[config.mk]
export PLATFORM = sky130hd
export DESIGN_NAME = json_scalar_validator_core_flat
export DESIGN_NICKNAME = d
export VERILOG_FILES = /design/src/design/jsv_pkg.sv /design/src/design/jsv_if.sv /design/src/design/jsv_step.sv /design/src/design/json_scalar_validator_core.sv /design/src/flat_wrapper.sv
export SDC_FILE = /design/constraint.sdc
export NUM_CORES = 1
export LEC_CHECK = 0
export BUFFER_PORTS_ARGS = -buffer_cell sky130_fd_sc_hd__buf_2
export CAP_MARGIN = 20
export CORE_UTILIZATION = 40
export CTS_CLUSTER_DIAMETER = 80
export DETAILED_ROUTE_END_ITERATION = 10
export GPL_ROUTABILITY_DRIVEN = 0
export PLACE_DENSITY_LB_ADDON = 0.2
export RECOVER_POWER = 50
export SLEW_MARGIN = 25
export SYNTH_ARGS = -nofsm -noshare
export SYNTH_HDL_FRONTEND = slang
export SYNTH_SLANG_ARGS = --single-unit
[constraint.sdc]
create_clock -name clk_i -period 2.4 [get_ports clk_i]
set_input_delay 0.24 -clock clk_i [delete_from_list [all_inputs] [get_ports clk_i]]
set_output_delay 0.24 -clock clk_i [all_outputs]
set_load 0.05 [all_outputs]
[src/design/jsv_pkg.sv]
// Package: shared types, character constants and helper functions of the JSON scalar validator.
`default_nettype none
package jsv_pkg;

  // Scanner phase
  typedef enum logic [3:0] {
    PH_LEAD    = 4'd0,
    PH_LIT     = 4'd1,
    PH_NEG     = 4'd2,
    PH_INT     = 4'd3,
    PH_ZERO    = 4'd4,
    PH_FRAC1   = 4'd5,
    PH_FRAC    = 4'd6,
    PH_EXP1    = 4'd7,
    PH_EXPSIGN = 4'd8,
    PH_EXP     = 4'd9,
    PH_TRAIL   = 4'd10,
    PH_ERROR   = 4'd11
  } phase_e;

  // Result status codes
  typedef enum logic [1:0] {
    ST_OK           = 2'd0,
    ST_EXPECT_VALUE = 2'd1,
    ST_INVALID      = 2'd2,
    ST_NOT_SINGULAR = 2'd3
  } status_e;

  // Value kinds; literal choice uses the same codes
  typedef enum logic [1:0] {
    KIND_NULL   = 2'd0,
    KIND_FALSE  = 2'd1,
    KIND_TRUE   = 2'd2,
    KIND_NUMBER = 2'd3
  } kind_e;

  // Scanner state carried from byte to byte
  typedef struct packed {
    phase_e      phase;
    kind_e       lit_choice;
    logic [2:0]  lit_pos;
    status_e     status;
    kind_e       kind;
  } scan_state_t;

  // Result of one terminator byte
  typedef struct packed {
    status_e status;
    kind_e   kind;
  } scan_result_t;

  localparam scan_state_t SCAN_RESET = '{
    phase:      PH_LEAD,
    lit_choice: KIND_NULL,
    lit_pos:    3'd0,
    status:     ST_OK,
    kind:       KIND_NULL
  };

  // Characters
  localparam logic [7:0] CH_NUL   = 8'h00;
  localparam logic [7:0] CH_TAB   = 8'h09;
  localparam logic [7:0] CH_LF    = 8'h0A;
  localparam logic [7:0] CH_CR    = 8'h0D;
  localparam logic [7:0] CH_SPACE = 8'h20;
  localparam logic [7:0] CH_PLUS  = 8'h2B;
  localparam logic [7:0] CH_MINUS = 8'h2D;
  localparam logic [7:0] CH_DOT   = 8'h2E;
  localparam logic [7:0] CH_ZERO  = 8'h30;
  localparam logic [7:0] CH_NINE  = 8'h39;
  localparam logic [7:0] CH_UP_E  = 8'h45;
  localparam logic [7:0] CH_LO_E  = 8'h65;
  localparam logic [7:0] CH_LO_F  = 8'h66;
  localparam logic [7:0] CH_LO_N  = 8'h6E;
  localparam logic [7:0] CH_LO_T  = 8'h74;

  function automatic logic is_space(input logic [7:0] b);
    return (b == CH_SPACE) || (b == CH_TAB) || (b == CH_LF) || (b == CH_CR);
  endfunction

  function automatic logic is_digit(input logic [7:0] b);
    return (b >= CH_ZERO) && (b <= CH_NINE);
  endfunction

  // Length of each literal in letters
  function automatic logic [2:0] lit_len(input kind_e choice);
    logic [2:0] len;
    unique case (choice)
      KIND_FALSE: len = 3'd5;
      KIND_NULL:  len = 3'd4;
      KIND_TRUE:  len = 3'd4;
      default:    len = 3'd0;
    endcase
    return len;
  endfunction

  // Letter of a literal at a position; NUL past the end
  function automatic logic [7:0] lit_char(input kind_e choice, input logic [2:0] pos);
    logic [7:0] c;
    c = CH_NUL;
    unique case (choice)
      KIND_NULL: begin
        unique case (pos)
          3'd0:    c = 8'h6E; // n
          3'd1:    c = 8'h75; // u
          3'd2:    c = 8'h6C; // l
          3'd3:    c = 8'h6C; // l
          default: c = CH_NUL;
        endcase
      end
      KIND_FALSE: begin
        unique case (pos)
          3'd0:    c = 8'h66; // f
          3'd1:    c = 8'h61; // a
          3'd2:    c = 8'h6C; // l
          3'd3:    c = 8'h73; // s
          3'd4:    c = 8'h65; // e
          default: c = CH_NUL;
        endcase
      end
      KIND_TRUE: begin
        unique case (pos)
          3'd0:    c = 8'h74; // t
          3'd1:    c = 8'h72; // r
          3'd2:    c = 8'h75; // u
          3'd3:    c = 8'h65; // e
          default: c = CH_NUL;
        endcase
      end
      default: c = CH_NUL;
    endcase
    return c;
  endfunction

endpackage
`default_nettype wire

[src/design/jsv_if.sv]
// Interfaces: byte input channel and result output channel of the validator.
`default_nettype none
interface jsv_in_if;
  logic       valid;
  logic       ready;
  logic [7:0] text_byte;

  modport source (output valid, output text_byte, input ready);
  modport sink   (input valid, input text_byte, output ready);
endinterface

interface jsv_out_if;
  logic       valid;
  logic       ready;
  logic [1:0] parse_status;
  logic [1:0] value_kind;

  modport source (output valid, output parse_status, output value_kind, input ready);
  modport sink   (input valid, input parse_status, input value_kind, output ready);
endinterface
`default_nettype wire

[src/design/jsv_step.sv]
// Scanner step: next state and result for one byte of a JSON scalar document.
`default_nettype none
module jsv_step (
  input  jsv_pkg::scan_state_t  state_i,
  input  logic [7:0]            byte_i,
  output jsv_pkg::scan_state_t  state_o,
  output jsv_pkg::scan_result_t result_o
);

  logic       b_space;
  logic       b_digit;
  logic       b_exp;
  logic [2:0] pos_inc;

  assign b_space = jsv_pkg::is_space(byte_i);
  assign b_digit = jsv_pkg::is_digit(byte_i);
  assign b_exp   = (byte_i == jsv_pkg::CH_LO_E) || (byte_i == jsv_pkg::CH_UP_E);
  assign pos_inc = state_i.lit_pos + 3'd1;

  // Result on the terminator, from the phase reached
  always_comb begin
    result_o.kind = jsv_pkg::KIND_NULL;
    unique case (state_i.phase)
      jsv_pkg::PH_LEAD:  result_o.status = jsv_pkg::ST_EXPECT_VALUE;
      jsv_pkg::PH_INT, jsv_pkg::PH_ZERO, jsv_pkg::PH_FRAC, jsv_pkg::PH_EXP: begin
        result_o.status = jsv_pkg::ST_OK;
        result_o.kind   = jsv_pkg::KIND_NUMBER;
      end
      jsv_pkg::PH_TRAIL: begin
        result_o.status = jsv_pkg::ST_OK;
        result_o.kind   = state_i.kind;
      end
      jsv_pkg::PH_ERROR: result_o.status = state_i.status;
      default:           result_o.status = jsv_pkg::ST_INVALID;
    endcase
  end

  // Next state; first error latches, terminator clears
  always_comb begin
    state_o = state_i;
    if (byte_i == jsv_pkg::CH_NUL) begin
      state_o = jsv_pkg::SCAN_RESET;
    end else begin
      unique case (state_i.phase)
        jsv_pkg::PH_LEAD: begin
          if (b_space) begin
            state_o.phase = jsv_pkg::PH_LEAD;
          end else if (byte_i == jsv_pkg::CH_LO_N) begin
            state_o.lit_choice = jsv_pkg::KIND_NULL;
            state_o.lit_pos    = 3'd1;
            state_o.phase      = jsv_pkg::PH_LIT;
          end else if (byte_i == jsv_pkg::CH_LO_F) begin
            state_o.lit_choice = jsv_pkg::KIND_FALSE;
            state_o.lit_pos    = 3'd1;
            state_o.phase      = jsv_pkg::PH_LIT;
          end else if (byte_i == jsv_pkg::CH_LO_T) begin
            state_o.lit_choice = jsv_pkg::KIND_TRUE;
            state_o.lit_pos    = 3'd1;
            state_o.phase      = jsv_pkg::PH_LIT;
          end else if (byte_i == jsv_pkg::CH_MINUS) begin
            state_o.phase = jsv_pkg::PH_NEG;
          end else if (byte_i == jsv_pkg::CH_ZERO) begin
            state_o.phase = jsv_pkg::PH_ZERO;
          end else if (b_digit) begin
            state_o.phase = jsv_pkg::PH_INT;
          end else begin
            state_o.status = jsv_pkg::ST_INVALID;
            state_o.kind   = jsv_pkg::KIND_NULL;
            state_o.phase  = jsv_pkg::PH_ERROR;
          end
        end
        jsv_pkg::PH_LIT: begin
          if ((state_i.lit_choice == jsv_pkg::KIND_NUMBER)
              || (state_i.lit_pos >= jsv_pkg::lit_len(state_i.lit_choice))
              || (jsv_pkg::lit_char(state_i.lit_choice, state_i.lit_pos) != byte_i)) begin
            state_o.status = jsv_pkg::ST_INVALID;
            state_o.kind   = jsv_pkg::KIND_NULL;
            state_o.phase  = jsv_pkg::PH_ERROR;
          end else begin
            state_o.lit_pos = pos_inc;
            if (pos_inc == jsv_pkg::lit_len(state_i.lit_choice)) begin
              state_o.kind  = state_i.lit_choice;
              state_o.phase = jsv_pkg::PH_TRAIL;
            end
          end
        end
        jsv_pkg::PH_NEG: begin
          if (byte_i == jsv_pkg::CH_ZERO) begin
            state_o.phase = jsv_pkg::PH_ZERO;
          end else if (b_digit) begin
            state_o.phase = jsv_pkg::PH_INT;
          end else begin
            state_o.status = jsv_pkg::ST_INVALID;
            state_o.kind   = jsv_pkg::KIND_NULL;
            state_o.phase  = jsv_pkg::PH_ERROR;
          end
        end
        jsv_pkg::PH_INT, jsv_pkg::PH_ZERO, jsv_pkg::PH_FRAC: begin
          if ((state_i.phase != jsv_pkg::PH_ZERO) && b_digit) begin
            state_o.phase = state_i.phase;
          end else if ((state_i.phase != jsv_pkg::PH_FRAC) && (byte_i == jsv_pkg::CH_DOT)) begin
            state_o.phase = jsv_pkg::PH_FRAC1;
          end else if (b_exp) begin
            state_o.phase = jsv_pkg::PH_EXP1;
          end else if (b_space) begin
            state_o.kind  = jsv_pkg::KIND_NUMBER;
            state_o.phase = jsv_pkg::PH_TRAIL;
          end else begin
            state_o.status = jsv_pkg::ST_NOT_SINGULAR;
            state_o.kind   = jsv_pkg::KIND_NULL;
            state_o.phase  = jsv_pkg::PH_ERROR;
          end
        end
        jsv_pkg::PH_FRAC1, jsv_pkg::PH_EXPSIGN: begin
          if (b_digit) begin
            state_o.phase = (state_i.phase == jsv_pkg::PH_FRAC1) ? jsv_pkg::PH_FRAC
                                                                 : jsv_pkg::PH_EXP;
          end else begin
            state_o.status = jsv_pkg::ST_INVALID;
            state_o.kind   = jsv_pkg::KIND_NULL;
            state_o.phase  = jsv_pkg::PH_ERROR;
          end
        end
        jsv_pkg::PH_EXP1: begin
          if ((byte_i == jsv_pkg::CH_PLUS) || (byte_i == jsv_pkg::CH_MINUS)) begin
            state_o.phase = jsv_pkg::PH_EXPSIGN;
          end else if (b_digit) begin
            state_o.phase = jsv_pkg::PH_EXP;
          end else begin
            state_o.status = jsv_pkg::ST_INVALID;
            state_o.kind   = jsv_pkg::KIND_NULL;
            state_o.phase  = jsv_pkg::PH_ERROR;
          end
        end
        jsv_pkg::PH_EXP: begin
          if (b_digit) begin
            state_o.phase = jsv_pkg::PH_EXP;
          end else if (b_space) begin
            state_o.kind  = jsv_pkg::KIND_NUMBER;
            state_o.phase = jsv_pkg::PH_TRAIL;
          end else begin
            state_o.status = jsv_pkg::ST_NOT_SINGULAR;
            state_o.kind   = jsv_pkg::KIND_NULL;
            state_o.phase  = jsv_pkg::PH_ERROR;
          end
        end
        jsv_pkg::PH_TRAIL: begin
          if (!b_space) begin
            state_o.status = jsv_pkg::ST_NOT_SINGULAR;
            state_o.kind   = jsv_pkg::KIND_NULL;
            state_o.phase  = jsv_pkg::PH_ERROR;
          end
        end
        default: begin
          // error phase and unused codes: bytes ignored until the terminator
          state_o = state_i;
        end
      endcase
    end
  end

endmodule
`default_nettype wire

[src/design/json_scalar_validator_core.sv]
// Top level: JSON scalar validator with input register, scanner step and result register.
//
// Usage: bytes of a JSON text arrive on in_i, one word per byte; a zero byte
// ends the document. The block skips whitespace, matches one scalar (true,
// false, null or a JSON number) and, for each terminator only, sends one word
// on out_o carrying parse_status and value_kind. Other bytes give no word.
// Order: a byte taken is first held in the input register, then scanned; a
// terminator's result is then loaded into the result register on out_o.
// Throughput: one byte per cycle while no terminator stalls, set by the
// combinational scanner step between the input register and the state register.
// Stall: a terminator waits in the input register while the result register
// is full and not taken; in_i.ready then falls. Non-terminator bytes keep
// flowing while a result waits, since they produce no word.
// Reset (rst_ni low, asynchronous): both registers empty, scanner back in
// the leading whitespace phase with no error latched.
`default_nettype none
module json_scalar_validator_core (
  input  wire logic  clk_i,
  input  wire logic  rst_ni,
  jsv_in_if.sink     in_i,
  jsv_out_if.source  out_o
);

  logic                  in_vld_q;
  logic [7:0]            byte_q;
  jsv_pkg::scan_state_t  state_q;
  jsv_pkg::scan_state_t  state_d;
  jsv_pkg::scan_result_t result_d;
  logic                  out_vld_q;
  jsv_pkg::scan_result_t result_q;
  logic                  is_term;
  logic                  advance;
  logic                  out_load;

  // Scanner step
  jsv_step u_step (
    .state_i  (state_q),
    .byte_i   (byte_q),
    .state_o  (state_d),
    .result_o (result_d)
  );

  // Stage control: a terminator needs room in the result register
  assign is_term  = (byte_q == jsv_pkg::CH_NUL);
  assign advance  = !in_vld_q || !is_term || !out_vld_q || out_o.ready;
  assign out_load = in_vld_q && is_term && advance;
  assign in_i.ready = advance;

  // Input register
  always_ff @(posedge clk_i or negedge rst_ni) begin
    if (!rst_ni) begin
      in_vld_q <= 1'b0;
    end else if (advance) begin
      in_vld_q <= in_i.valid;
    end
  end

  always_ff @(posedge clk_i) begin
    if (advance && in_i.valid) begin
      byte_q <= in_i.text_byte;
    end
  end

  // Scanner state
  always_ff @(posedge clk_i or negedge rst_ni) begin
    if (!rst_ni) begin
      state_q <= jsv_pkg::SCAN_RESET;
    end else if (in_vld_q && advance) begin
      state_q <= state_d;
    end
  end

  // Result register
  always_ff @(posedge clk_i or negedge rst_ni) begin
    if (!rst_ni) begin
      out_vld_q <= 1'b0;
    end else if (out_load) begin
      out_vld_q <= 1'b1;
    end else if (out_o.ready) begin
      out_vld_q <= 1'b0;
    end
  end

  always_ff @(posedge clk_i) begin
    if (out_load) begin
      result_q <= result_d;
    end
  end

  assign out_o.valid        = out_vld_q;
  assign out_o.parse_status = result_q.status;
  assign out_o.value_kind   = result_q.kind;

  // Checks
  a_err_kind_null: assert property (@(posedge clk_i) disable iff (!rst_ni)
    (out_vld_q && (result_q.status != jsv_pkg::ST_OK)) |-> (result_q.kind == jsv_pkg::KIND_NULL))
    else $error("error result carries a value kind");

  a_err_latched: assert property (@(posedge clk_i) disable iff (!rst_ni)
    (state_q.phase == jsv_pkg::PH_ERROR) |-> (state_q.status != jsv_pkg::ST_OK))
    else $error("error phase without latched status");

  a_term_clears: assert property (@(posedge clk_i) disable iff (!rst_ni)
    out_load |=> ((state_q.phase == jsv_pkg::PH_LEAD) && (state_q.status == jsv_pkg::ST_OK)))
    else $error("scanner not cleared after terminator");

  a_ready_when_free: assert property (@(posedge clk_i) disable iff (!rst_ni)
    !out_vld_q |-> in_i.ready)
    else $error("input stalled with empty result register");

endmodule
`default_nettype wire
[src/flat_wrapper.sv]
// flat-port wrapper written by rule: the top's interface ports become plain ports
module json_scalar_validator_core_flat 
  (clk_i, rst_ni, in_i_valid, in_i_text_byte, in_i_ready, out_o_valid, out_o_parse_status, out_o_value_kind, out_o_ready);
  jsv_in_if in_i_i ();
  jsv_out_if out_o_i ();
  input  wire logic clk_i;
  input  wire logic rst_ni;
  input wire logic [$bits(in_i_i.valid)-1:0] in_i_valid;
  input wire logic [$bits(in_i_i.text_byte)-1:0] in_i_text_byte;
  output wire logic [$bits(in_i_i.ready)-1:0] in_i_ready;
  output wire logic [$bits(out_o_i.valid)-1:0] out_o_valid;
  output wire logic [$bits(out_o_i.parse_status)-1:0] out_o_parse_status;
  output wire logic [$bits(out_o_i.value_kind)-1:0] out_o_value_kind;
  input wire logic [$bits(out_o_i.ready)-1:0] out_o_ready;
  assign in_i_i.valid = in_i_valid;
  assign in_i_i.text_byte = in_i_text_byte;
  assign in_i_ready = in_i_i.ready;
  assign out_o_valid = out_o_i.valid;
  assign out_o_parse_status = out_o_i.parse_status;
  assign out_o_value_kind = out_o_i.value_kind;
  assign out_o_i.ready = out_o_ready;
  json_scalar_validator_core u_core (.clk_i(clk_i), .rst_ni(rst_ni), .in_i(in_i_i), .out_o(out_o_i));
endmodule
==> results.json <==
{
  "slew_headroom": 0.434,
  "clk_latency_ps": 280,
  "wire_per_inst_um": 16.1,
  "grt_pass1_vias": 2297,
  "io_buffers": 17,
  "worst_pin_slew_ps": 849,
  "drtAntennaViolNets": 0,
  "wl_met1_um": 2980,
  "row_count": 27,
  "die_height_um": 79.5,
  "drt_iter0_drc": 151,
  "num_vias": 2385,
  "cts_made_buffers": 3,
  "antenna_cells": 0,
  "leakagePower_nw": 1.26,
  "fmax_mhz": 388,
  "start_kind": "flop",
  "worstPathRequired_ps": 2560,
  "die_area_sq_um": 6310,
  "clkSinkCount": 27,
  "violations": "negative setup slack",
  "start_util": 0.425,
  "syn_inst": 281,
  "crit_fanout": 6,
  "synth_edf_count": 12,
  "finalHoldViolCount": 0,
  "rsz0062_at_grt": "yes",
  "drv_cap": 0,
  "worst_clock_skew_ps": 13.6,
  "root_buffer": "clkbuf_8",
  "drive_gt1_frac": 0.351,
  "post-route-util": 0.555,
  "combPwrFrac": 0.563,
  "routed_via_density": 5.80,
  "clkTransAtPathRegs_ps": 90,
  "hold_class": "input port to flop",
  "finalSetupViolations": 11,
  "place_hpwl_um": 5030,
  "fin_crit_ps": 2580,
  "cts_max_level": 1,
  "whs_ps": 136,
  "synth_simple_gate_area_frac": 0.249,
  "p_int_mw": 1.24,
  "clock_path_buffers": 2,
  "grt_max_degree": 16,
  "powerDensity_nw_per_um2": 651,
  "tns_ps": -1630,
  "synth_compound_area_frac": 0.265,
  "synth_xor_area_frac": 0.0219,
  "synth_nets": 300,
  "overflow": 0,
  "swShare": 0.394,
  "grtUsageTotal": 0.222,
  "nNetsFinal": 359,
  "wl_um": 6600,
  "post-route-period-util": 1.07,
  "final_common_cell": "buf_4",
  "drt-pass1-iter-count": 5,
  "endpoint_kind": "flop",
  "vdd.ir_drop.worst_mv": 0.269,
  "dr_wl_met3_um": 383,
  "critPathSlowestCell": "dfrtp_2",
  "slew_viol_final": 0,
  "setup_ws_ps": -179,
  "synthToLayoutAreaGrowth_pct": 30.5,
  "crit_type": "flop to flop",
  "crit_arrival_ps": 2740,
  "drcViolationCount": 0,
  "die_w_um": 79.5,
  "ios": 18,
  "pwr-share-seq": 0.307,
  "grt_pass1_wl_um": 11000,
  "p_sw_uw": 804,
  "synth_area_sq_um": 2400,
  "synth_seq_cells": 27,
  "antenna_found_initial": 0,
  "finalPower_mw": 2.04,
  "yosysSeqAreaShare": 0.307,
  "cts_tree": "done",
  "routed-wl-met2_um": 3170,
  "synth_top_family_by_area": "compound AO/OA/AOI/OAI gates",
  "coreArea_sq_um": 5640,
  "synth_mux_area_frac": 0.0547,
  "async_reset_ff_frac": 0.556,
  "ys_types": 69,
  "final_cell_mix": "buf_4, nand2_1, o21ai_0",
  "syn_avg_cell_area_sq_um": 8.54,
  "synthAdderAreaFrac": 0.0365,
  "synth_warnings": 0,
  "synth_ff_type": "dfrtp_1",
  "nFillCells": 488,
  "slowest_delay_ps": 460,
  "path_cells": "inv_4 > ha_2 > mux2_1 > o21a_1 > or3_1 > nand2_1 > nand4_2 > buf_4 > o31a_1 > o22a_1",
  "clock_power_share": 0.130,
  "highest_layer": "met4",
  "status": "complete, but fails checks"
}
==> cell usage after synthesis (7+ instances only) <==
library cell / count / area (sq um)
o21ai_0: 21 / 105
inv_1: 11 / 41.3
nand2_1: 24 / 90.1
nor2_1: 19 / 71.3
ha_1: 7 / 87.6
dfrtp_1: 15 / 375
edfxtp_1: 12 / 360
a31oi_1: 8 / 50.1
clkbuf_1: 11 / 41.3
nand3_1: 10 / 50.1
a21oi_1: 16 / 80.1
nor3_1: 7 / 35.0
==> path summary, 6_finish.rpt <==
| check | cells after the start | start | endpoint | slack [ps] |
|---|---|---|---|---|
| setup / recovery | 10 | u_core.state_q[5]$_DFFE_PN0P_ | u_core.state_q[4]$_DFFE_PN0P_ | -180 |
| hold / removal | 1 | in_i_text_byte[2] | u_core.byte_q[2]$_DFFE_PP_ | 140 |
| setup reg to reg | 10 | u_core.state_q[5]$_DFFE_PN0P_ | u_core.state_q[4]$_DFFE_PN0P_ | -180 |
| hold reg to reg | 2 | u_core.out_o.valid$_DFFE_PN0P_ | u_core.out_o.valid$_DFFE_PN0P_ | 530 |
| max in group asynchronous | 2 | rst_ni | u_core.state_q[4]$_DFFE_PN0P_ | 1240 |
| min in group asynchronous | 2 | rst_ni | u_core.state_q[7]$_DFFE_PN0P_ | 570 |
==> routing by layer <==
layer | track usage | up-vias
met4 | 0.0436 | 0
met1 | 0.296 | 1129
met3 | 0.0331 | 9
met2 | 0.379 | 85
met5 | 0 | -
li1 | - | 1162
==> sequential cells by signal (all words and copies together) (netlist names) <==
name and flops:
u_core.byte_q 8, u_core.in_vld_q 1, u_core.out_o.parse_status 2, u_core.out_o.valid 1
u_core.out_o.value_kind 2, u_core.state_q 13
==> cells by family after synthesis <==
logic type / count (synthesis)
AND/OR/NAND/NOR: 105
flip-flops: 27
multiplexers: 12
adder cells (fa/ha/maj): 7
AO/OA/AOI/OAI: 90
XOR/XNOR: 6
buffers and inverters: 34
==> power by group through the flow <==
stage / Sequential (mW) / Clock, mW / Combinational, mW
CTS: 0.622 / 0.271 / 1.06
detailed placement: 0.623 / 0 / 1.01
finish: 0.626 / 0.266 / 1.15
global placement: 0.620 / 0 / 1.01
floorplan: 0.591 / 0 / 0.724
global route: 0.634 / 0.292 / 1.26
==> what timing repair did <==
item / CTS / global route
gates resized for setup: 12 / 18
endpoints found under the hold margin: 15 / 0
endpoints found under the setup margin: 11 / 11
pin swaps: 6 / 3
hold buffers: 1 / 0
setup buffers: 5 / 2
==> per-stage QoR <==
step | setup slack [ps] | instances | cell area (sq um)
2_1_floorplan | -18.1 | 281 | 2440
3_3_place_gp | -124 | 399 | 2880
3_5_place_dp | -197 | 399 | 2880
4_1_cts | -165 | 409 | 3030
5_1_grt | -268 | 411 | 3130
6_report | -179 | 411 | 3130
==> critical path: cells and delay by family (launching register included) <==
kind | cells | cell delay (ps)
multiplexers | 1 | 300
AO/OA/AOI/OAI | 3 | 650
AND/OR/NAND/NOR | 3 | 620
buffers and inverters | 2 | 220
adder cells (fa/ha/maj) | 1 | 220
flip-flops | 1 | 460
==> area by class of cell <==
cell class,instances,area (sq um),share of cell area
Clock buffer,3,41.3,0.0132
Clock inverter,1,5.00,0.00160
Inverter,13,53.8,0.0172
Multi-Input combinational cell,220,1670,0.534
Sequential cell,27,738,0.236
Tap cell,72,90.1,0.0288
Timing Repair Buffer,75,532,0.170
Power figures use the tool's default switching activity.
